**src/dlsq_pkg.sv**
```systemverilog
// ----------------------------------------------------------------------------
// dlsq_pkg
// Shared types and constants of the delta-list sleep queue.
// ----------------------------------------------------------------------------
package dlsq_pkg;

	localparam int DEF_QUEUE_DEPTH = 16;
	localparam int MAX_RESULTS     = 16;
	localparam int TID_W           = 8;
	localparam int TICK_W          = 32;

	typedef enum logic {
		OPC_ADD  = 1'b0,
		OPC_TICK = 1'b1
	} op_t;

	typedef struct packed {
		op_t               op;
		logic [TID_W-1:0]  thr;
		logic [TICK_W-1:0] ticks;
	} item_t;

	// list operations, one per cycle
	typedef enum logic [2:0] {
		SOP_NONE,
		SOP_POP,
		SOP_ROT,
		SOP_PUSH,
		SOP_DEC0
	} slot_op_t;

	typedef enum logic [1:0] {
		ST_IDLE,
		ST_WALK,
		ST_REL,
		ST_EMIT
	} back_state_t;

endpackage

```
**src/delta_list_sleep_queue_unit.sv**
```systemverilog
// ----------------------------------------------------------------------------
// delta_list_sleep_queue_unit
// Sleep queue kept as a delta list: adds threads in wake order, releases
// threads whose delay has run out on each timer tick.
// ----------------------------------------------------------------------------
//  channel | handshake          | payload
//  in      | in_valid/in_ready  | operation, thread_id, sleep_ticks
//  out     | out_valid/out_ready| woken_thread, woken_valid, last, add_status,
//          |                    | head_remaining
//
// items pass a two-entry input queue before the list engine
// add: accept, then walk the list one entry a cycle; the new entry is written in
// front of the first entry that wakes later, else appended at the end; no walk if full
// tick: decrement the head delta, release zero-delta threads, then emit the results
// a waiting result stalls the engine, the input queue keeps taking items until full
// reset empties the list and the queue at once
module delta_list_sleep_queue_unit import dlsq_pkg::*; #(
	parameter int QUEUE_DEPTH = DEF_QUEUE_DEPTH
) (
	input  logic              clk,
	input  logic              arst_n,
	input  logic              in_valid,
	output logic              in_ready,
	input  logic              operation,
	input  logic [TID_W-1:0]  thread_id,
	input  logic [TICK_W-1:0] sleep_ticks,
	output logic              out_valid,
	input  logic              out_ready,
	output logic [TID_W-1:0]  woken_thread,
	output logic              woken_valid,
	output logic              last,
	output logic              add_status,
	output logic [TICK_W-1:0] head_remaining
);

	item_t item;
	logic  item_valid;
	logic  item_ready;

	dlsq_front u_front (
		.clk         (clk),
		.arst_n      (arst_n),
		.in_valid    (in_valid),
		.in_ready    (in_ready),
		.operation   (operation),
		.thread_id   (thread_id),
		.sleep_ticks (sleep_ticks),
		.item        (item),
		.item_valid  (item_valid),
		.item_ready  (item_ready)
	);

	dlsq_back #(
		.QUEUE_DEPTH (QUEUE_DEPTH)
	) u_back (
		.clk            (clk),
		.arst_n         (arst_n),
		.item           (item),
		.item_valid     (item_valid),
		.item_ready     (item_ready),
		.out_valid      (out_valid),
		.out_ready      (out_ready),
		.woken_thread   (woken_thread),
		.woken_valid    (woken_valid),
		.last           (last),
		.add_status     (add_status),
		.head_remaining (head_remaining)
	);

endmodule

```
**src/dlsq_front.sv**
```systemverilog
// ----------------------------------------------------------------------------
// dlsq_front
// Input side: takes items, decodes the operation and holds them in a
// two-entry queue in front of the list engine.
// ----------------------------------------------------------------------------
module dlsq_front import dlsq_pkg::*; (
	input  logic              clk,
	input  logic              arst_n,
	input  logic              in_valid,
	output logic              in_ready,
	input  logic              operation,
	input  logic [TID_W-1:0]  thread_id,
	input  logic [TICK_W-1:0] sleep_ticks,
	output item_t             item,
	output logic              item_valid,
	input  logic              item_ready
);

	item_t      ent_q [2];
	logic       wr_ptr_q;
	logic       rd_ptr_q;
	logic [1:0] cnt_q;
	logic       push;
	logic       pop;

	assign in_ready   = (cnt_q != 2'd2);
	assign item_valid = (cnt_q != 2'd0);
	assign item       = ent_q[rd_ptr_q];
	assign push       = in_valid && in_ready;
	assign pop        = item_valid && item_ready;

	always_ff @(posedge clk or negedge arst_n) begin
		if (!arst_n) begin
			wr_ptr_q <= 1'b0;
			rd_ptr_q <= 1'b0;
			cnt_q    <= 2'd0;
		end else begin
			if (push) wr_ptr_q <= ~wr_ptr_q;
			if (pop) rd_ptr_q <= ~rd_ptr_q;
			case ({push, pop})
				2'b10:   cnt_q <= cnt_q + 2'd1;
				2'b01:   cnt_q <= cnt_q - 2'd1;
				default: cnt_q <= cnt_q;
			endcase
		end
	end

	always_ff @(posedge clk) begin
		if (push) begin
			ent_q[wr_ptr_q].op    <= operation ? OPC_TICK : OPC_ADD;
			ent_q[wr_ptr_q].thr   <= thread_id;
			ent_q[wr_ptr_q].ticks <= sleep_ticks;
		end
	end

endmodule

```
**src/dlsq_back.sv**
```systemverilog
// ----------------------------------------------------------------------------
// dlsq_back
// List engine: keeps the delta list as a shift line with slot 0 at the head,
// walks it one entry a cycle for inserts and releases woken threads on ticks.
// ----------------------------------------------------------------------------
module dlsq_back import dlsq_pkg::*; #(
	parameter int QUEUE_DEPTH = DEF_QUEUE_DEPTH
) (
	input  logic              clk,
	input  logic              arst_n,
	input  item_t             item,
	input  logic              item_valid,
	output logic              item_ready,
	output logic              out_valid,
	input  logic              out_ready,
	output logic [TID_W-1:0]  woken_thread,
	output logic              woken_valid,
	output logic              last,
	output logic              add_status,
	output logic [TICK_W-1:0] head_remaining
);

	localparam int CNTW = $clog2(QUEUE_DEPTH + 1);
	localparam int WCW  = $clog2(MAX_RESULTS + 1);
	localparam logic [CNTW-1:0] DEPTH_C = CNTW'(QUEUE_DEPTH);
	localparam logic [WCW-1:0]  MAXR_C  = WCW'(MAX_RESULTS);

	logic [TID_W-1:0]  ent_thr_q [QUEUE_DEPTH];
	logic [TICK_W-1:0] ent_dlt_q [QUEUE_DEPTH];
	logic [CNTW-1:0]   cnt_q;

	logic [TID_W-1:0]  buf_q [MAX_RESULTS];
	logic [WCW-1:0]    wc_q, wc_d;

	back_state_t       state_q, state_d;
	logic [CNTW-1:0]   rem_q, rem_d;
	logic [TICK_W-1:0] t_q, t_d;
	logic [TID_W-1:0]  job_thr_q, job_thr_d;
	logic              ins_q, ins_d;
	logic              adj_q, adj_d;
	logic              status_q, status_d;

	slot_op_t          slot_op;
	logic [TID_W-1:0]  w_thr;
	logic [TICK_W-1:0] w_dlt;
	logic              buf_wr;
	logic              buf_shift;
	logic              nonempty;
	logic [TICK_W-1:0] head_d;
	logic [TID_W-1:0]  head_thr;

	assign nonempty = (cnt_q != '0);
	assign head_d   = ent_dlt_q[0];
	assign head_thr = ent_thr_q[0];

	always_ff @(posedge clk or negedge arst_n) begin
		if (!arst_n) begin
			state_q  <= ST_IDLE;
			cnt_q    <= '0;
			wc_q     <= '0;
			rem_q    <= '0;
			ins_q    <= 1'b0;
			adj_q    <= 1'b0;
			status_q <= 1'b0;
		end else begin
			state_q  <= state_d;
			wc_q     <= wc_d;
			rem_q    <= rem_d;
			ins_q    <= ins_d;
			adj_q    <= adj_d;
			status_q <= status_d;
			case (slot_op)
				SOP_POP:  cnt_q <= cnt_q - CNTW'(1);
				SOP_PUSH: cnt_q <= cnt_q + CNTW'(1);
				default:  cnt_q <= cnt_q;
			endcase
		end
	end

	always_ff @(posedge clk) begin
		t_q       <= t_d;
		job_thr_q <= job_thr_d;
	end

	always_comb begin
		state_d    = state_q;
		rem_d      = rem_q;
		t_d        = t_q;
		job_thr_d  = job_thr_q;
		ins_d      = ins_q;
		adj_d      = adj_q;
		status_d   = status_q;
		wc_d       = wc_q;
		slot_op    = SOP_NONE;
		w_thr      = job_thr_q;
		w_dlt      = t_q;
		buf_wr     = 1'b0;
		buf_shift  = 1'b0;
		item_ready = 1'b0;
		out_valid  = 1'b0;
		case (state_q)
			ST_IDLE: begin
				item_ready = 1'b1;
				if (item_valid) begin
					wc_d     = '0;
					status_d = 1'b0;
					if (item.op == OPC_ADD) begin
						job_thr_d = item.thr;
						t_d       = item.ticks;
						ins_d     = 1'b0;
						adj_d     = 1'b0;
						rem_d     = cnt_q;
						if (cnt_q == DEPTH_C) begin
							status_d = 1'b1;
							state_d  = ST_EMIT;
						end else begin
							state_d = ST_WALK;
						end
					end else begin
						// saturating decrement of the head delta
						if (nonempty && head_d != '0) slot_op = SOP_DEC0;
						state_d = nonempty ? ST_REL : ST_EMIT;
					end
				end
			end
			ST_WALK: begin
				if (rem_q == '0) begin
					// every old entry seen; append if not placed yet
					if (!ins_q) slot_op = SOP_PUSH;
					state_d = ST_EMIT;
				end else if (!ins_q && head_d > t_q) begin
					// new entry goes before the head one, which is rotated next
					slot_op = SOP_PUSH;
					ins_d   = 1'b1;
					adj_d   = 1'b1;
				end else begin
					slot_op = SOP_ROT;
					w_thr   = head_thr;
					w_dlt   = adj_q ? (head_d - t_q) : head_d;
					adj_d   = 1'b0;
					if (!ins_q) t_d = t_q - head_d;
					rem_d   = rem_q - CNTW'(1);
				end
			end
			ST_REL: begin
				if (wc_q != MAXR_C && nonempty && head_d == '0) begin
					buf_wr  = 1'b1;
					wc_d    = wc_q + WCW'(1);
					slot_op = SOP_POP;
				end else begin
					state_d = ST_EMIT;
				end
			end
			ST_EMIT: begin
				out_valid = 1'b1;
				if (out_ready) begin
					buf_shift = 1'b1;
					if (wc_q > WCW'(1)) begin
						wc_d = wc_q - WCW'(1);
					end else begin
						wc_d    = '0;
						state_d = ST_IDLE;
					end
				end
			end
			default: state_d = ST_IDLE;
		endcase
	end

	// list slots: pop and rotate shift toward the head, push writes the tail
	for (genvar i = 0; i < QUEUE_DEPTH; i++) begin : g_slot
		logic [TID_W-1:0]  up_thr;
		logic [TICK_W-1:0] up_dlt;
		if (i < QUEUE_DEPTH - 1) begin : g_up
			assign up_thr = ent_thr_q[i+1];
			assign up_dlt = ent_dlt_q[i+1];
		end else begin : g_end
			assign up_thr = ent_thr_q[i];
			assign up_dlt = ent_dlt_q[i];
		end
		always_ff @(posedge clk) begin
			case (slot_op)
				SOP_POP: begin
					ent_thr_q[i] <= up_thr;
					ent_dlt_q[i] <= up_dlt;
				end
				SOP_ROT: begin
					if (cnt_q == CNTW'(i + 1)) begin
						ent_thr_q[i] <= w_thr;
						ent_dlt_q[i] <= w_dlt;
					end else begin
						ent_thr_q[i] <= up_thr;
						ent_dlt_q[i] <= up_dlt;
					end
				end
				SOP_PUSH: begin
					if (cnt_q == CNTW'(i)) begin
						ent_thr_q[i] <= w_thr;
						ent_dlt_q[i] <= w_dlt;
					end
				end
				SOP_DEC0: begin
					if (i == 0) ent_dlt_q[i] <= ent_dlt_q[i] - TICK_W'(1);
				end
				default: ;
			endcase
		end
	end

	// woken thread line, emitted from slot 0
	for (genvar j = 0; j < MAX_RESULTS; j++) begin : g_buf
		logic [TID_W-1:0] up_b;
		if (j < MAX_RESULTS - 1) begin : g_up
			assign up_b = buf_q[j+1];
		end else begin : g_end
			assign up_b = buf_q[j];
		end
		always_ff @(posedge clk) begin
			if (buf_wr && wc_q == WCW'(j)) buf_q[j] <= head_thr;
			else if (buf_shift) buf_q[j] <= up_b;
		end
	end

	assign woken_valid    = (wc_q != '0);
	assign woken_thread   = woken_valid ? buf_q[0] : '0;
	assign last           = (wc_q <= WCW'(1));
	assign add_status     = status_q;
	assign head_remaining = nonempty ? head_d : '0;

endmodule

```
**config.mk**
```make
export PLATFORM = sky130hd
export DESIGN_NAME = delta_list_sleep_queue_unit
export DESIGN_NICKNAME = d
export VERILOG_FILES = /design/src/dlsq_pkg.sv /design/src/delta_list_sleep_queue_unit.sv /design/src/dlsq_front.sv /design/src/dlsq_back.sv
export SDC_FILE = /design/constraint.sdc
export NUM_CORES = 2
export LEC_CHECK = 0
export BUFFER_PORTS_ARGS = -buffer_cell sky130_fd_sc_hd__buf_2
export CAP_MARGIN = 0
export CELL_PAD_IN_SITES_DETAIL_PLACEMENT = 1
export CELL_PAD_IN_SITES_GLOBAL_PLACEMENT = 2
export CORE_UTILIZATION = 30
export DETAILED_ROUTE_END_ITERATION = 16
export GPL_ROUTABILITY_DRIVEN = 0
export GPL_TIMING_DRIVEN = 0
export PLACE_DENSITY = 0.56
export SETUP_SLACK_MARGIN = 0.3
export SLEW_MARGIN = 20
export SYNTH_ARGS = -nofsm -noshare
export SYNTH_HDL_FRONTEND = slang
export SYNTH_SLANG_ARGS = --single-unit
```
**constraint.sdc**
```tcl
create_clock -name clk -period 13.47 [get_ports clk]
set_input_delay 2.694 -clock clk [delete_from_list [all_inputs] [get_ports clk]]
set_output_delay 2.694 -clock clk [all_outputs]
set_load 0.005 [all_outputs]
```
==> flow_summary_export.csv <==
group,metric,value,unit
cells_and_area,areaGrowthSynthToFinish,16.9,%
yosys,netlist_instances,3412,
sta,grt_setup_unrepaired,"false",
yosys,synth_area_leaders,"edfxtp_1 (62%), mux2_2 (8.8%), o21ai_0 (4.8%)",
route,avgViaCountPerCell,5.05,
clock_tree,htree_num_levels,3,
yosys,syn_area,0.0432,mm^2
cells_and_area,fillerInstances,15111,
yosys,synth_top_area_share,61.8,%
hold_path,worstHoldEndpoint,"u_back.ent_dlt_q[1][222]",
cells_and_area,multi_input_area,0.0150,mm^2
clock_tree,cts_buffer_depth,3,
clock_tree,clk_pin_slew_worst_paths,0.06,ns
grt,track_usage,19.3,%
cells_and_area,regArea,0.0273,mm^2
grt,grt_antenna_before_repair,7,
critical_path,cp-end-kind,"flip-flop",
hold_path,holdPathStages,1,
run,drv_cap,0,
critical_path,criticalPathCategory,"flip-flop to flip-flop",
clock_tree,clk_latency,0.74,ns
yosys,synth_top_family_by_area,"multiplexers",
hold_path,hp-start,"u_back.ent_dlt_q[1][254]",
critical_path,critical_path.cell_chain,"inv_1 -> ha_1 -> clkbuf_1 -> nand4_1 -> a211oi_1 -> o311a_1 -> or2_0 -> o2bb2ai_1 -> buf_2 -> buf_2 -> buf_1 -> o21ai_1 -> inv_1 -> a221o_1",
critical_path,cp_slowest_cell,"o21ai_1",
yosys,synth.mux.area_fraction,11.1,%
grt,grt_pass1_wl,207000,um
cells_and_area,layout-drive-gt1-share,19.5,%
sta,timing.fmax,0.140,GHz
yosys,ys_types,79,
critical_path,rrSetupSlack,6.31,ns
placement,hpwl,105000,um
floorplanning,dieArea,0.146,mm^2
yosys,synthSimpleGateAreaFrac,8.28,%
yosys,yosys-top-cells-count,"edfxtp_1 (890), nand2_1 (461), o21ai_0 (415), mux2_2 (337), nor2_1 (169)",
yosys,syn_avg_cell_area,12.7,um^2
grt,overflow,0,
sta,finalSetupViolCount,0,
route,route.detailed.drc,0,
floorplanning,die_w,382,um
yosys,synth-edff-count,890,
grt,grt_max_degree,41,
route,postRouteAntennaNets,0,
sta,finalHoldViolations,0,
clock_tree,ctsHoldBuffers,0,
clock_tree,cts_tree,"built",
route,vias,28364,
critical_path,r2r-start,"u_back.t_q[7]",
sta,finalMaxSlewViolations,0,
clock_tree,post-cts-setup-buffers,0,
cells_and_area,finalNetCount,3779,
yosys,yosysWarnings,0,
route,drt-initial-drc-count,1912,
critical_path,crit_arrival,7.65,ns
critical_path,worstReg2RegEnd,"u_back.ent_dlt_q[0][10]",
sta,max_slew.worst_pin.slew,1.21,ns
yosys,synth-compound-area-share,10.4,%
yosys,synth_most_common_cell,"edfxtp_1",
yosys,synth_largest_area_cell,"edfxtp_1",
status,status,"finished, final reports clean",
yosys,syn_nets,3541,
critical_path,crit_fanout,10,
floorplanning,die_h,382,um
yosys,yosys.area_share.xor_xnor,1.64,%
yosys,yosysSeqAreaShare,63.2,%
clock_tree,cts_resized,0,
hold_path,min_path_type,"flip-flop to flip-flop",
floorplanning,fp.coreArea,0.142,mm^2
floorplanning,io_pins,90,
floorplanning,rows,138,
grt,grt_pass1_vias,29469,
yosys,ys.flop_type,"edfxtp_1",
cells_and_area,stdcell_count,5621,
clock_tree,cts_sinks,914,
sta,finClkSkew,0.0569,ns
critical_path,cp_slowest_stage_delay,1.00,ns
sta,maxSlewHeadroom,18.3,%
sta,finalSetupTns,0,ns
yosys,ys_ff_latch,914,
yosys,synthArstFlopShare,2.63,%
route,drt-total-wl,141000,um
clock_tree,numCtsBuffers,104,
critical_path,crit_required,13.96,ns
clock_tree,root_buffer,"clkbuf_16",
route,first_pass_iters,5,
sta,finalCritPeriodShare,53.1,%
placement,io_buffers,89,
route,wl_per_cell,25.0,um
sta,period_needed,7.16,ns
floorplanning,start_util,30.4,%
yosys,synthAdderAreaFrac,2.47,%
placement,post-place-cells,5434,
critical_path,worstSetupStartpointType,"flip-flop",
critical_path,ff2ff_path_depth,14,
## flip-flops by register name, indices dropped and copies added, names as in the netlist, 2 cells and up
register and cells:
u_front.ent_q 82, u_back.rem_q 5, u_front.cnt_q 2, u_back.buf_q 128
u_back.cnt_q 5, u_back.wc_q 5, u_back.job_thr_q 8, u_back.state_q 2
u_back.ent_dlt_q 512, u_back.t_q 32, u_back.ent_thr_q 128
## per-layer routing
| metal | track usage, % | vias up | wire, um |
|---|---|---|---|
| li1 | - | 13142 | - |
| met1 | 28.7 | 14588 | 69600 |
| met2 | 29.5 | 469 | 62200 |
| met3 | 2.66 | 163 | 5730 |
| met4 | 4.64 | 2 | 3200 |
| met5 | 0 | - | 9 |
## cells in the final DEF, fill, tap and decap left out, drive strengths merged, types with 9 or more instances in the layout
| cell type | count |
|---|---|
| inv | 143 |
| xor2 | 17 |
| nand3 | 29 |
| nor3 | 44 |
| o21bai | 9 |
| clkbuf | 291 |
| nor4 | 18 |
| dfrtp | 24 |
| edfxtp | 890 |
| xnor2 | 64 |
| and2 | 18 |
| o21ai | 432 |
| nand2b | 10 |
| o211ai | 16 |
| clkinv | 38 |
| nor2b | 10 |
| buf | 160 |
| mux2 | 382 |
| or3 | 14 |
| nand4 | 21 |
| mux2i | 39 |
| a221o | 29 |
| o31ai | 13 |
| a31oi | 20 |
| a21oi | 109 |
| a211oi | 16 |
| nor2 | 171 |
| ha | 82 |
| a21o | 35 |
| nand2 | 462 |
| o21a | 15 |
## worst max-delay path, delay by kind of cell, from the launching register on
kind                       cells  cell delay [ns]
AOI/OAI and AO/OA              5             3.01
adders and majority gates      1             0.27
buffers and inverters          6             2.04
DFF                            1             0.48
and+or+nand+nor                2             1.05
## kinds of logic after synthesis
family | Yosys count
compound gates | 756
xor+xnor | 81
fa+ha+maj | 84
buf+inv | 331
flops | 914
mux | 421
simple gates | 825
## stage by stage
| step | setup WS [ns] | hold WS [ns] | cell area [um^2] | util (%) |
|---|---|---|---|---|
| 4_1_cts | 6.43 | 0.482 | 50500 | 35.5 |
| 2_1_floorplan | 7.41 | 0.461 | 43200 | - |
| 6_report | 6.31 | 0.484 | 50500 | 35.5 |
| 3_5_place_dp | 6.45 | 0.507 | 47300 | 33.2 |
| 5_1_grt | 6.15 | 0.509 | 50500 | 35.5 |
| 3_3_place_gp | 2.50 | 0.476 | 46100 | 32.4 |
## how the worst max path moves through the flow
stage	from	depth (start not counted)	slack [ns]	endpoint
finish	u_back.t_q[7]	14	6.31	u_back.ent_dlt_q[0][10]
global route	u_back.t_q[7]	14	6.15	u_back.ent_dlt_q[0][8]
CTS	u_back.t_q[7]	14	6.43	u_back.ent_dlt_q[1][136]
detailed placement	u_back.t_q[7]	14	6.45	u_back.ent_dlt_q[1][136]
global placement	u_back.t_q[7]	10	2.50	u_back.ent_thr_q[0][55]
floorplan	u_back.ent_dlt_q[0][0]	10	7.41	u_back.ent_dlt_q[0][192]
## layout make-up
class | instances | share of cell area [%]
multi-input cells | 2167 | 29.7
diodes | 7 | 0.0347
flip-flops and latches | 914 | 54.1
well taps | 1890 | 4.68
plain buffers | 191 | 1.47
clock buffers | 128 | 5.33
clock inverters | 52 | 1.08
repair buffers | 132 | 2.60
inverters | 140 | 1.04
Power is not shown: default switching activity piles up to over one toggle a cycle in this logic, so the estimate is an artifact.
